[src/rtl/vbts_pkg.sv]
package vbts_pkg;

    localparam int BrickEdge   = 8;
    localparam int BrickVoxels = BrickEdge * BrickEdge * BrickEdge;
    localparam int IdxW        = $clog2(BrickVoxels);
    localparam int CellW       = $clog2(BrickEdge);
    localparam int PosW        = 17;
    localparam int ValW        = 16;

    localparam logic [PosW-1:0] PosOne = 17'h10000;
    localparam logic [CellW:0] CellMax = (CellW+1)'(BrickEdge - 2);

    localparam logic OpWrite  = 1'b0;
    localparam logic OpSample = 1'b1;

    // Classified work item passed from the front to the back part
    typedef struct packed {
        logic             is_write;
        logic [IdxW-1:0]  widx;
        logic [ValW-1:0]  wval;
        logic [CellW-1:0] cx;
        logic [CellW-1:0] cy;
        logic [CellW-1:0] cz;
        logic [PosW-1:0]  tx;
        logic [PosW-1:0]  ty;
        logic [PosW-1:0]  tz;
    } vbts_cmd_t;

    // Lerp with floor of the 16 dropped low bits; result stays between a and b
    function automatic logic signed [ValW-1:0] lerp_q16(
        input logic signed [ValW-1:0] a,
        input logic signed [ValW-1:0] b,
        input logic [PosW-1:0]        t
    );
        logic signed [ValW:0]      d;
        logic signed [ValW+PosW+1:0] p;
        logic signed [ValW+PosW+1:0] q;
        d = 17'(b) - 17'(a);
        p = (ValW+PosW+2)'(d) * $signed({1'b0, t});
        q = p >>> 16;
        lerp_q16 = ValW'(q + (ValW+PosW+2)'(a));
    endfunction

endpackage

[src/rtl/vbts_front.sv]
module vbts_front import vbts_pkg::*; (
    input  logic            aclk,
    input  logic            aresetn,
    input  logic            s_valid,
    output logic            s_ready,
    input  logic            s_opcode,
    input  logic [8:0]      s_voxel_index,
    input  logic signed [15:0] s_voxel_value,
    input  logic [16:0]     s_pos_x,
    input  logic [16:0]     s_pos_y,
    input  logic [16:0]     s_pos_z,
    output logic            q_valid,
    input  logic            q_ready,
    output vbts_cmd_t       q_cmd
);

    localparam int Depth = 2;

    vbts_cmd_t   fifo_reg [Depth];
    logic        wp_reg, wp_next, rp_reg, rp_next;
    logic [1:0]  cnt_reg, cnt_next;
    vbts_cmd_t   cmd;
    logic [CellW-1:0] c_x, c_y, c_z;
    logic [PosW-1:0]  t_x, t_y, t_z;
    logic        push, pop;

    // Split one coordinate into a cell and a weight
    function automatic logic [CellW+PosW-1:0] split(input logic [PosW-1:0] pos);
        logic [PosW-1:0]        c;
        logic [PosW+CellW-1:0]  p;
        logic [CellW:0]         i;
        logic [PosW-1:0]        w;
        c = (pos > PosOne) ? PosOne : pos;
        p = (PosW+CellW)'(c) * (PosW+CellW)'(BrickEdge - 1);
        i = (CellW+1)'(p >> 16);
        if (i > CellMax) i = CellMax;
        w = PosW'(p - ((PosW+CellW)'(i) << 16));
        split = {i[CellW-1:0], w};
    endfunction

    assign {c_x, t_x} = split(s_pos_x);
    assign {c_y, t_y} = split(s_pos_y);
    assign {c_z, t_z} = split(s_pos_z);

    always_comb begin
        cmd.is_write = (s_opcode == OpWrite);
        cmd.widx     = IdxW'(s_voxel_index);
        cmd.wval     = s_voxel_value;
        cmd.cx = c_x; cmd.cy = c_y; cmd.cz = c_z;
        cmd.tx = t_x; cmd.ty = t_y; cmd.tz = t_z;
    end

    assign s_ready = (cnt_reg != 2'(Depth));
    assign q_valid = (cnt_reg != 2'd0);
    assign q_cmd   = fifo_reg[rp_reg];
    assign push    = s_valid && s_ready;
    assign pop     = q_valid && q_ready;

    always_comb begin
        wp_next  = push ? ~wp_reg : wp_reg;
        rp_next  = pop ? ~rp_reg : rp_reg;
        cnt_next = cnt_reg + 2'(push) - 2'(pop);
    end

    // Hold queue pointers
    always_ff @(posedge aclk) begin
        if (!aresetn) begin
            wp_reg <= 1'b0; rp_reg <= 1'b0; cnt_reg <= 2'd0;
        end else begin
            wp_reg <= wp_next; rp_reg <= rp_next; cnt_reg <= cnt_next;
        end
    end

    // Store queue entries
    always_ff @(posedge aclk) begin
        if (push) fifo_reg[wp_reg] <= cmd;
    end

endmodule

[config.mk]
export PLATFORM = sky130hd
export DESIGN_NAME = vbts_front
export DESIGN_NICKNAME = d
export VERILOG_FILES = /design/src/rtl/vbts_pkg.sv /design/src/rtl/vbts_front.sv
export SDC_FILE = /design/constraint.sdc
export NUM_CORES = 1
export LEC_CHECK = 0
export BUFFER_PORTS_ARGS = -buffer_cell sky130_fd_sc_hd__buf_4
export CAP_MARGIN = 20
export CORE_ASPECT_RATIO = 0.75
export CORE_MARGIN = 2
export CORE_UTILIZATION = 55
export DETAILED_ROUTE_END_ITERATION = 16
export HOLD_SLACK_MARGIN = 0.15
export PLACE_DENSITY = 0.87
export SLEW_MARGIN = 20
export SYNTH_ARGS = -nofsm -noshare
export SYNTH_HDL_FRONTEND = slang
export SYNTH_SLANG_ARGS = --single-unit
[constraint.sdc]
create_clock -name aclk -period 11.7 [get_ports aclk]
set_input_delay 2.34 -clock aclk [delete_from_list [all_inputs] [get_ports aclk]]
set_output_delay 2.34 -clock aclk [all_outputs]
set_load 0.02 [all_outputs]
# ---- Word-level counts from Yosys, hierarchy flattened
# Memory sizes are Yosys's and may differ from the RTL's. A register that Yosys moved wholly into a read port is not among the register bits.
# Index checks and enable logic that the tools add are counted.
dict set report classes {
  eq_ne 1
  muxes 10
  mul 3
  bitwise_logic 3
  add_sub_neg 5
  n_lt_le_gt_ge 6
  reduce_logical 3
}
# op n
set op_table {}
lappend op_table {{multiplier 17 x 3 -> 20 bit, second input constant} 3}
lappend op_table {{greater-than comparator 17 bit, second input constant} 3}
lappend op_table {{two-way mux 17 bit} 3}
lappend op_table {{subtractor 17 bit} 3}
lappend op_table {{greater-than comparator 4 x 3 -> 1 bit, second input constant} 3}
lappend op_table {{two-way mux 3 bit} 3}
lappend op_table {{two-way mux 1 bit} 4}
lappend op_table {{inverter 1 bit} 3}
lappend op_table {{adder 2 x 1 -> 2 bit} 1}
lappend op_table {{logical AND 1 bit} 2}
lappend op_table {{inequality test 2 bit, second input constant} 1}
lappend op_table {{nonzero test 2 bit} 1}
lappend op_table {{subtractor 2 x 1 -> 2 bit} 1}
dict set report word_totals {
  wordCells 35
  ram_bits 172
  n_memories 1
  reg_bits 4
  input_bits 81
  out_inout_bits 88
}
# name depth width read_ports rd_ports_with_merged_regs wr line
set mem_list {}
lappend mem_list {fifo_reg 2 86 1 1 1 vbts_front.sv:19} ;# vbts_cmd_t fifo_reg [Depth];

# ---- Logic depth before layout (Yosys ltp)
# Gate-level depths: netlist of the first run.
dict set report logic_depth {
  word_depth 6
  ltp_mapped 17
  depth_no_buf 15
}

# ---- Least setup slack after synthesis of the first run
# Ideal clock, no wire load.
dict set report synth_path {
  path_kind {input to register}
  start {input port s_valid}
  end {memory fifo_reg[0][0] (netlist name), enable pin}
  required_ns 11.167
  arrival_time_ns 6.034
  slack_ns 5.133
  path_stages 2
  cell_sequence {nand2_1 > nor2_1}
}
dict set report synth_between {
  elab_chain_len 3
}
# item line
set synth_rtl {}
lappend synth_rtl {{start, declared} vbts_front.sv:4} ;# input logic s_valid,
lappend synth_rtl {{logical AND 1 bit} vbts_front.sv:56} ;# assign push = s_valid && s_ready;
lappend synth_rtl {{two-way mux 1 bit} vbts_front.sv:76} ;# if (push) fifo_reg[wp_reg] <= cmd;
lappend synth_rtl {{two-way mux 1 bit (implied by the code)} vbts_front.sv:76}
lappend synth_rtl {{end, declared} vbts_front.sv:19}
# No other way between the ends.

==> impl_metrics.py, run 1 <==
metrics = {
    "outcome": {
        "status": "complete, no violations",
    },
    "detailed_routing": {
        "totalWireLength_mm": 23.07,
        "drc_errors": 0,
        "via_per_inst": 5.609,
        "antenna_left": 0,
        "drt_first_pass_iters": 8,
        "first_iter_violations": 645,
        "via_count": 7376,
        "wl_per_cell_microns": 17.55,
    },
    "clock_network": {
        "cts_setup_buffers": 0,
        "cts_root_buffer": "clkbuf_16",
        "cts_hold_buf": 0,
        "cts_sinks": 177,
        "cts_buffers": 17,
        "path_clk_slew_ps": 70,
        "cts.path.max_buffers": 2,
        "post_cts_resized": 0,
        "insertion_delay_ps": 430,
        "htree_levels": 4,
        "cts_tree": "built",
    },
    "setup_path": {
        "cp_data_arrival_time_ps": 6220,
        "path_buf_inv": 1,
        "critPathCaptureType": "flop",
        "worstPathMaxFanout": 10,
        "worst_path_max_delay_cell": "a31oi_1",
        "crit_cells": 15,
        "r2r_end": "fifo_reg[1][39]$_DFFE_PP_",
        "cp_cell_sequence": "buf_4 > nor4_1 > nand4_1 > nand2_1 > and2_1 > ha_1 > ha_1 > fa_1 > a211oi_1 > o21ai_1 > a31oi_1 > o21ai_0 > o211ai_1 > nand2_1 > and3_1",
        "worstSetupPathType": "primary input to flop",
        "path_delay_family": "simple AND/OR/NAND/NOR gates",
        "rr_worst_depth": 3,
        "critPathMaxStageDelay_ps": 460,
        "r2r_setup_slack_ps": 9530,
        "rr_startpoint": "cnt_reg[0]$_SDFF_PN0_",
        "critPathLaunchType": "primary input",
        "cp.required_ps": 11870,
    },
    "final_layout": {
        "layout.nets": 1237,
        "largest_reg_flops": 172,
        "n_antenna_cell": 0,
        "area_growth_pct": 19.27,
        "post_route_cells_drive_above_1_share_pct": 29.66,
        "finalNonFillerCells": 1315,
        "utilization_pct": 66.85,
    },
    "sta": {
        "slew_violations": 0,
        "period_share_pct": 51.69,
        "fin_skew_ps": 8.277,
        "min_period_ps": 6047,
        "tightest_slew_ps": 828.8,
        "setup-violations-final": 0,
        "tns_ps": 0,
        "finalHoldViolCount": 0,
        "grt_setup_unrepaired": "no",
        "slew_headroom_pct": 44.75,
        "achievable-frequency_mhz": 165.4,
    },
    "synth": {
        "synth-edff-count": 172,
        "synth_top_area_cell": "edfxtp_1",
        "synth_top_area_share_pct": 47.56,
        "synthTopCellsByCount": "edfxtp_1, mux2_2, ha_1, inv_1, xnor2_1",
        "ys_seq_elements": 177,
        "syn_area_sq_mm": 0.01086,
        "yosysUniqueCellTypes": 63,
        "synth_fp_nets": 1069,
        "yosysSeqAreaShare_pct": 48.48,
        "yosysMostFrequentCell": "edfxtp_1",
        "synthArstFlopShare_pct": 0,
        "syn-mean-instance-area_sq_um": 12.33,
        "synth_cells": 881,
        "yosysWarnings": 0,
        "synth_area_leaders": "edfxtp_1, ha_1, mux2_2, fa_1, xnor2_1",
        "ys.flop_type": "edfxtp_1",
    },
    "placement": {
        "dp_hpwl_mm": 16.84,
        "place_congestion": 0.8701,
        "placed_cells": 1283,
        "io_buffers": 168,
    },
    "power": {
        "seqPwrFrac_pct": 37.8,
        "combinationalPowerShare_pct": 38.2,
        "switching_share_pct": 34.52,
        "p_switching_uw": 788.1,
        "p_per_area_mw_per_mm2": 176.2,
        "p_leak_nw": 5.603,
        "p_total_mw": 2.283,
        "peakVddDrop_mv": 0.1097,
        "p_int_mw": 1.495,
        "p_clk_share_pct": 24.0,
    },
    "job": {
        "max-cap-violations": 0,
    },
    "floorplan": {
        "ioPinCount": 169,
        "die_area_sq_mm": 0.02090,
        "die_height_microns": 125.7,
        "num_rows": 44,
        "die_x_microns": 166.3,
        "core_area_sq_mm": 0.01938,
        "start_util_pct": 56.04,
    },
    "grt": {
        "grt_start_max_net_pins": 81,
        "grt_util_all_layers_pct": 22.06,
        "overflow": 0,
        "grt_pass1_vias": 7329,
        "grt_antenna_before_repair": 0,
        "grt_pass1_wl_mm": 36.80,
    },
    "min_path": {
        "holdCritStartpoint": "rp_reg$_SDFFE_PN0P_",
        "hold_path.class": "flop to flop",
        "min_path_cells": 2,
    },
}
worst max path at each step:
stage | endpoint | startpoint | slack (ps)
after floorplan | fifo_reg[0][0]$_DFFE_PP_ | s_valid | 5130
after global placement | fifo_reg[0][50]$_DFFE_PP_ | s_pos_x[13] | 5510
after detailed placement | fifo_reg[0][50]$_DFFE_PP_ | s_pos_x[13] | 5310
after CTS | fifo_reg[1][50]$_DFFE_PP_ | s_pos_x[13] | 5760
after global routing | fifo_reg[1][50]$_DFFE_PP_ | s_pos_x[13] | 5290
final | fifo_reg[0][50]$_DFFE_PP_ | s_pos_x[13] | 5650
power groups by stage:
stage	Sequential [mW]	Combinational [mW]	Clock (mW)
after floorplan	0.872	0.570	0
after global placement	0.869	0.848	0
after detailed placement	0.877	0.869	0
after CTS	0.864	0.876	0.557
after global routing	0.871	0.937	0.584
final	0.863	0.872	0.548
metrics by stage:
step	setup slack [ps]	hold slack (ps)	area (sq um)
after CTS	5756	559.4	12950
after global placement	5510	521.3	12380
after floorplan	5133	504.2	10860
final	5653	557.6	12950
after detailed placement	5308	538.8	12380
after global routing	5286	613.5	12950
layout by cell type, fill, tap and decap left out, types with 3 or more instances in the layout:
cell / instances
nor4_1: 17
a211oi_1: 9
nand4_1: 7
o21ai_0: 16
a21oi_1: 42
nor2_1: 40
mux2_2: 86
inv_6: 5
o21ai_1: 4
and2_1: 22
or3_1: 3
nand2b_1: 7
or2_2: 4
a31oi_1: 4
nand4b_1: 3
buf_4: 171
edfxtp_1: 172
ha_1: 80
inv_8: 4
fa_1: 27
dfxtp_1: 4
a21o_1: 38
nand2_1: 47
nand3_1: 3
inv_1: 65
nor2b_1: 16
o211ai_1: 9
clkinvlp_4: 3
nor3_1: 8
o21a_1: 11
and3_1: 4
xor2_1: 15
o211ai_2: 3
xnor2_1: 51
clkbuf_16: 17
o21bai_1: 5
cells by family (layout without fill, tap and decap cells):
logic type / Yosys count / count (layout) / synth area share [%]
and+or+nand+nor: 191 / 191 / 9.078
xor gates and xnor gates: 66 / 66 / 5.323
DFF: 177 / 177 / 48.48
buffers and inverters: 88 / 269 / 3.180
AOI/OAI and AO/OA: 166 / 166 / 10.83
muxes: 86 / 86 / 8.917
adders and majority gates: 107 / 107 / 14.19
routing by layer:
metal | global-route usage [%] | wire length (microns) | vias up
met2 | 36.00 | 10750 | 226
li1 | - | - | 3568
met4 | 4.817 | 213 | 0
met1 | 31.10 | 10780 | 3564
met5 | 0 | 0 | -
met3 | 4.274 | 1333 | 18
final cells by class:
type | count | area (sq um)
fill | 1450 | 6425
clock inverter | 15 | 141.4
inverter | 65 | 244.0
timing repair buffer | 172 | 1295
clock buffer | 17 | 425.4
multi-input combinational | 616 | 5263
sequential | 177 | 5269
tap | 253 | 316.6
worst register-to-register path, stage by stage (launching register included):
cell and delay (ps):
dfxtp_1 340, nand2b_1 170, and3_4 560, buf_4 670
Power figures use the tool's default switching activity.
==> run 2, diff against run 1 <==
--- a/config.mk
+++ b/config.mk
@@ -9,10 +9,10 @@
 export CAP_MARGIN = 20
 export CORE_ASPECT_RATIO = 0.75
 export CORE_MARGIN = 2
-export CORE_UTILIZATION = 55
+export CORE_UTILIZATION = 52
 export DETAILED_ROUTE_END_ITERATION = 16
 export HOLD_SLACK_MARGIN = 0.15
-export PLACE_DENSITY = 0.87
+export PLACE_DENSITY = 0.86
 export SLEW_MARGIN = 20
 export SYNTH_ARGS = -nofsm -noshare
 export SYNTH_HDL_FRONTEND = slang
==> constraint.sdc (replaced) <==
create_clock -name aclk -period 5.48 [get_ports aclk]
set_input_delay 1.096 -clock aclk [delete_from_list [all_inputs] [get_ports aclk]]
set_output_delay 1.096 -clock aclk [all_outputs]
set_load 0.02 [all_outputs]
==> run 2 against run 1 <==
Clock skew increased by 3.0 ps. Final cell count increased by 2.4%. Global-route usage decreased by 1.3 points. Critical endpoint is now fifo_reg[1][57]$_DFFE_PP_.
==> impl_metrics.py, run 2 (synthesis gave the netlist of run 1 again) <==
metrics = {
    "setup_path": {
        "setup.worst_path.start": "s_pos_x[1]",
        "worstSetupPathType": "primary input to flop",
        "rr_startpoint": "cnt_reg[0]$_SDFF_PN0_",
        "rr_worst_depth": 3,
        "cp_data_arrival_time_ps": 4660,
        "worstPathMaxFanout": 10,
        "critPathCaptureType": "flop",
        "r2r_setup_slack_ps": 3360,
        "critPathLaunchType": "primary input",
        "cp.required_ps": 5660,
        "r2r_end": "fifo_reg[1][73]$_DFFE_PP_",
    },
    "power": {
        "peakVddDrop_mv": 0.2069,
        "combinationalPowerShare_pct": 36.7,
        "seqPwrFrac_pct": 38.3,
        "p_clk_share_pct": 25.0,
        "p_leak_nw": 5.640,
        "p_per_area_mw_per_mm2": 377.6,
        "p_int_mw": 3.245,
        "p_switching_mw": 1.683,
        "p_total_mw": 4.928,
        "switching_share_pct": 34.15,
    },
    "detailed_routing": {
        "totalWireLength_mm": 22.59,
        "drt_first_pass_iters": 5,
        "drc_errors": 0,
        "via_count": 7372,
        "wl_per_cell_microns": 16.78,
        "antenna_left": 0,
        "first_iter_violations": 522,
        "via_per_inst": 5.477,
    },
    "min_path": {
        "hold_path.class": "flop to flop",
        "min_path_cells": 2,
        "holdCritStartpoint": "rp_reg$_SDFFE_PN0P_",
    },
    "sta": {
        "fin_skew_ps": 11.24,
        "setup-violations-final": 0,
        "tns_ps": 0,
        "slew_violations": 0,
        "min_period_ps": 4482,
        "slew_headroom_pct": 44.28,
        "tightest_slew_ps": 835.7,
        "period_share_pct": 81.78,
        "grt_setup_unrepaired": "no",
        "achievable-frequency_mhz": 223.1,
        "finalHoldViolCount": 0,
    },
    "clock_network": {
        "cts_hold_buf": 0,
        "cts_buffers": 17,
        "post_cts_resized": 0,
        "insertion_delay_ps": 430,
        "htree_levels": 4,
        "cts_sinks": 177,
        "path_clk_slew_ps": 70,
        "cts_tree": "built",
        "cts_setup_buffers": 0,
        "cts.path.max_buffers": 2,
        "cts_root_buffer": "clkbuf_16",
    },
    "final_layout": {
        "fill_cells": 1560,
        "layout.nets": 1239,
        "area_growth_pct": 20.18,
        "final_cell_mix": "buf_4, edfxtp_1, mux2_2, ha_1, inv_1",
        "finalNonFillerCells": 1346,
        "fin_area_sq_mm": 0.01305,
        "utilization_pct": 64.04,
        "largest_reg_flops": 172,
        "post_route_cells_drive_above_1_share_pct": 29.79,
        "n_antenna_cell": 0,
        "final_common_cell": "buf_4",
    },
    "grt": {
        "grt_pass1_wl_mm": 35.65,
        "grt_pass1_vias": 7228,
        "overflow": 0,
        "grt_util_all_layers_pct": 20.78,
        "grt_start_max_net_pins": 58,
        "grt_antenna_before_repair": 0,
    },
    "placement": {
        "placed_cells": 1314,
        "io_buffers": 168,
        "dp_hpwl_mm": 16.84,
        "placed_cell_area_sq_mm": 0.01243,
        "place_congestion": 0.8559,
    },
    "floorplan": {
        "start_util_pct": 53.28,
        "die_x_microns": 170.9,
        "num_rows": 45,
        "ioPinCount": 169,
        "die_height_microns": 129.2,
        "core_area_sq_mm": 0.02038,
        "die_area_sq_mm": 0.02207,
    },
    "outcome": {
        "status": "complete, no violations",
    },
    "job": {
        "max-cap-violations": 0,
    },
}
run 2: cell types whose count changed in the layout (fill, tap and decap cells not counted), sizes merged:
cell	previous run	this run
bufinv	0	1
inv	74	71
clkinvlp	3	0
clkinv	3	8
buf	172	174
run 2: area by class of cell:
| type | count | area (sq um) | share of cell area, % |
|---|---|---|---|
| repair buffers | 174 | 1306 | 10.01 |
| inverters | 65 | 244.0 | 1.869 |
| well taps | 282 | 352.8 | 2.703 |
| clock inverters | 15 | 192.7 | 1.476 |
| multi-input cells | 616 | 5263 | 40.32 |
| flip-flops and latches | 177 | 5269 | 40.37 |
| clock buffers | 17 | 425.4 | 3.259 |
run 2: per-layer routing:
metal	GRT usage, %	share of wire, %	up-vias
li1	-	-	3578
met5	0	0	-
met4	5.583	1.1	0
met2	34.37	46	256
met3	4.856	7.4	22
met1	27.80	45	3516
run 2: worst max path at each step:
| stage | endpoint | slack, ps | cells past startpoint |
|---|---|---|---|
| 6_report | fifo_reg[1][57]$_DFFE_PP_ | 1000 | 15 |
| 5_1_grt | fifo_reg[1][50]$_DFFE_PP_ | 710 | 15 |
| 4_1_cts | fifo_reg[1][50]$_DFFE_PP_ | 1060 | 16 |
| 3_5_place_dp | fifo_reg[0][50]$_DFFE_PP_ | 600 | 16 |
| 3_3_place_gp | fifo_reg[0][50]$_DFFE_PP_ | 740 | 15 |
| 2_1_floorplan | fifo_reg[0][0]$_DFFE_PP_ | 160 | 2 |
run 2: critical path: stages:
cell,delay (ps)
buf_4,130
nor4_1,430
nand4_1,180
nand2_1,270
and2_1,200
inv_1,70
fa_1,480
inv_1,40
ha_1,380
a21oi_1,170
o21ai_0,150
a211oi_1,420
a21boi_0,140
nand3b_1,210
o211a_1,250
run 2: power by group through the flow:
stage	clock network (mW)	logic [mW]	registers [mW]
after floorplan	0	1.22	1.86
after global placement	0	1.76	1.91
after detailed placement	0	1.80	1.92
after CTS	1.26	1.81	1.89
after global routing	1.32	1.94	1.92
final	1.23	1.81	1.89
run 2: metrics by stage:
step | setup slack [ps] | hold WS, ps
2_1_floorplan | 157.0 | 504.2
3_3_place_gp | 740.8 | 520.0
3_5_place_dp | 599.8 | 530.8
4_1_cts | 1057 | 548.8
5_1_grt | 714.2 | 578.3
6_report | 998.3 | 542.2
==> run 3, diff against run 2 <==
--- a/config.mk
+++ b/config.mk
@@ -9,10 +9,10 @@
 export CAP_MARGIN = 20
 export CORE_ASPECT_RATIO = 0.75
 export CORE_MARGIN = 2
-export CORE_UTILIZATION = 52
+export CORE_UTILIZATION = 55
 export DETAILED_ROUTE_END_ITERATION = 16
 export HOLD_SLACK_MARGIN = 0.15
-export PLACE_DENSITY = 0.86
+export PLACE_DENSITY = 0.87
 export SLEW_MARGIN = 20
 export SYNTH_ARGS = -nofsm -noshare
 export SYNTH_HDL_FRONTEND = slang
==> constraint.sdc (replaced) <==
create_clock -name aclk -period 4.4 [get_ports aclk]
set_input_delay 0.88 -clock aclk [delete_from_list [all_inputs] [get_ports aclk]]
set_output_delay 0.88 -clock aclk [all_outputs]
set_load 0.02 [all_outputs]
==> run 3 against run 2 <==
Final cell count grew 1.6%. Total power grew 29%. Via count grew 3.8%. Critical path depth grew 2. Sequential share of layout area shrank 1.2 points. Wire length grew 7.0%. Register-to-register slack lost 1100 ps. Flip-flop and latch count is the same. Worst hold slack gained 21 ps. First-iteration DRC count shrank 2.9%. Worst setup slack lost 730 ps. Count of clock-buffer cells in the layout is the same. Largest cell class unchanged.
==> impl_metrics.py, run 3 (synthesis gave the netlist of run 1 again) <==
metrics = {
    "job": {
        "max-cap-violations": 0,
    },
    "grt": {
        "overflow": 0,
        "grt_antenna_before_repair": 0,
        "grt_pass1_vias": 7765,
        "grt_pass1_wl_mm": 39.10,
        "grt_start_max_net_pins": 87,
        "grt_util_all_layers_pct": 23.36,
    },
    "setup_path": {
        "r2r_end": "fifo_reg[0][4]$_DFFE_PP_",
        "cp_data_arrival_time_ps": 4310,
        "rr_startpoint": "cnt_reg[0]$_SDFF_PN0_",
        "r2r_setup_slack_ps": 2270,
        "cp.required_ps": 4580,
        "critPathLaunchType": "primary input",
        "rr_worst_depth": 4,
        "worstPathMaxFanout": 10,
        "critPathCaptureType": "flop",
        "worstSetupPathType": "primary input to flop",
    },
    "final_layout": {
        "layout.nets": 1289,
        "area_growth_pct": 23.88,
        "fin_area_sq_mm": 0.01345,
        "ff_latch_area_sq_mm": 0.005269,
        "finalNonFillerCells": 1367,
        "largest_reg_flops": 172,
        "fill_cells": 1347,
        "multi_input_area_sq_mm": 0.005269,
        "post_route_cells_drive_above_1_share_pct": 33.03,
        "final_cell_mix": "buf_4, edfxtp_1, mux2_2, ha_1, inv_1",
        "n_antenna_cell": 0,
        "final_common_cell": "buf_4",
    },
    "sta": {
        "tightest_slew_ps": 736.0,
        "finalHoldViolCount": 0,
        "fin_skew_ps": 12.17,
        "period_share_pct": 93.88,
        "slew_headroom_pct": 50.82,
        "min_period_ps": 4131,
        "setup-violations-final": 0,
        "achievable-frequency_mhz": 242.1,
        "grt_setup_unrepaired": "no",
        "slew_violations": 0,
    },
    "clock_network": {
        "post_cts_resized": 0,
        "cts_buffers": 17,
        "htree_levels": 4,
        "cts_setup_buffers": 0,
        "cts_root_buffer": "clkbuf_16",
        "cts_sinks": 177,
        "cts.path.max_buffers": 2,
        "insertion_delay_ps": 440,
        "cts_tree": "built",
        "cts_hold_buf": 0,
        "path_clk_slew_ps": 70,
    },
    "detailed_routing": {
        "drt_first_pass_iters": 5,
        "drc_errors": 0,
        "first_iter_violations": 507,
        "via_per_inst": 5.600,
        "wl_per_cell_microns": 17.68,
        "totalWireLength_mm": 24.16,
        "via_count": 7655,
        "antenna_left": 0,
    },
    "placement": {
        "io_buffers": 168,
        "place_congestion": 0.8709,
        "placed_cell_area_sq_mm": 0.01281,
        "dp_hpwl_mm": 17.49,
        "placed_cells": 1335,
    },
    "min_path": {
        "hold_path.class": "flop to flop",
        "min_path_cells": 2,
        "holdCritStartpoint": "rp_reg$_SDFFE_PN0P_",
    },
    "floorplan": {
        "die_area_sq_mm": 0.02090,
        "ioPinCount": 169,
        "core_area_sq_mm": 0.01938,
        "start_util_pct": 56.04,
        "die_height_microns": 125.7,
        "die_x_microns": 166.3,
        "num_rows": 44,
    },
    "power": {
        "p_per_area_mw_per_mm2": 473.2,
        "peakVddDrop_mv": 0.3409,
        "p_leak_nw": 5.903,
    },
    "outcome": {
        "status": "complete, no violations",
    },
}
[run 3: area by class of cell]
class                   instances  share of cell area (%)
well taps                     253                   2.353
repair buffers                224                   12.78
flip-flops and latches        177                   39.16
multi-input cells             616                   39.16
inverters                      65                   1.813
clock inverters                15                   1.572
clock buffers                  17                   3.162
[run 3: worst max-delay path, cell delays in order]
cell and delay [ps]:
buf_4 110, nor4_1 380, nand4_1 170, nand2_1 280, and2_1 230, ha_1 250, ha_1 210, fa_1 410
a211oi_1 240, o21ai_1 140, buf_4 160, nand3_1 110, nor3_1 60, nor4_1 250, buf_4 170, xnor2_1 70
and3_1 170
[run 3: metrics by stage]
| stage | util, % | hold WS (ps) | power [mW] | TNS (ps) | worst slack (ps) |
|---|---|---|---|---|---|
| 6_report | 69.43 | 563.6 | 6.366 | 0 | 269.1 |
| 5_1_grt | 69.43 | 581.4 | 6.651 | 0 | 10.71 |
| 4_1_cts | 69.40 | 550.0 | 6.388 | 0 | 273.6 |
| 3_5_place_dp | 66.11 | 530.9 | 4.739 | -1335 | -144.3 |
| 3_3_place_gp | 66.11 | 520.4 | 4.659 | -184.2 | -40.86 |
| 2_1_floorplan | - | 504.2 | 3.825 | 0 | 229.2 |
[run 3: how the worst max path moves through the flow]
stage | startpoint | endpoint | slack [ps] | cells after the start
2_1_floorplan | s_pos_x[13] | fifo_reg[0][50]$_DFFE_PP_ | 230 | 16
3_3_place_gp | s_pos_x[13] | fifo_reg[0][50]$_DFFE_PP_ | -40 | 17
3_5_place_dp | s_pos_z[0] | fifo_reg[1][51]$_DFFE_PP_ | -140 | 17
4_1_cts | s_pos_y[11] | fifo_reg[1][54]$_DFFE_PP_ | 270 | 16
5_1_grt | s_pos_z[0] | fifo_reg[1][51]$_DFFE_PP_ | 10 | 17
6_report | s_pos_x[13] | fifo_reg[0][50]$_DFFE_PP_ | 270 | 17
[run 3: power by group]
part | internal, mW | switching, mW | total [mW]
registers | 2.22 | 0.0835 | 2.31
clock network | 0.925 | 0.717 | 1.64
logic | 1.08 | 1.34 | 2.42
total | 4.23 | 2.14 | 6.37
[run 3: layer usage]
layer / routed length [microns] / GRT usage [%]
met1: 11310 / 32.11
met2: 11240 / 38.54
met3: 1408 / 5.468
met4: 209 / 4.767
met5: 0 / 0
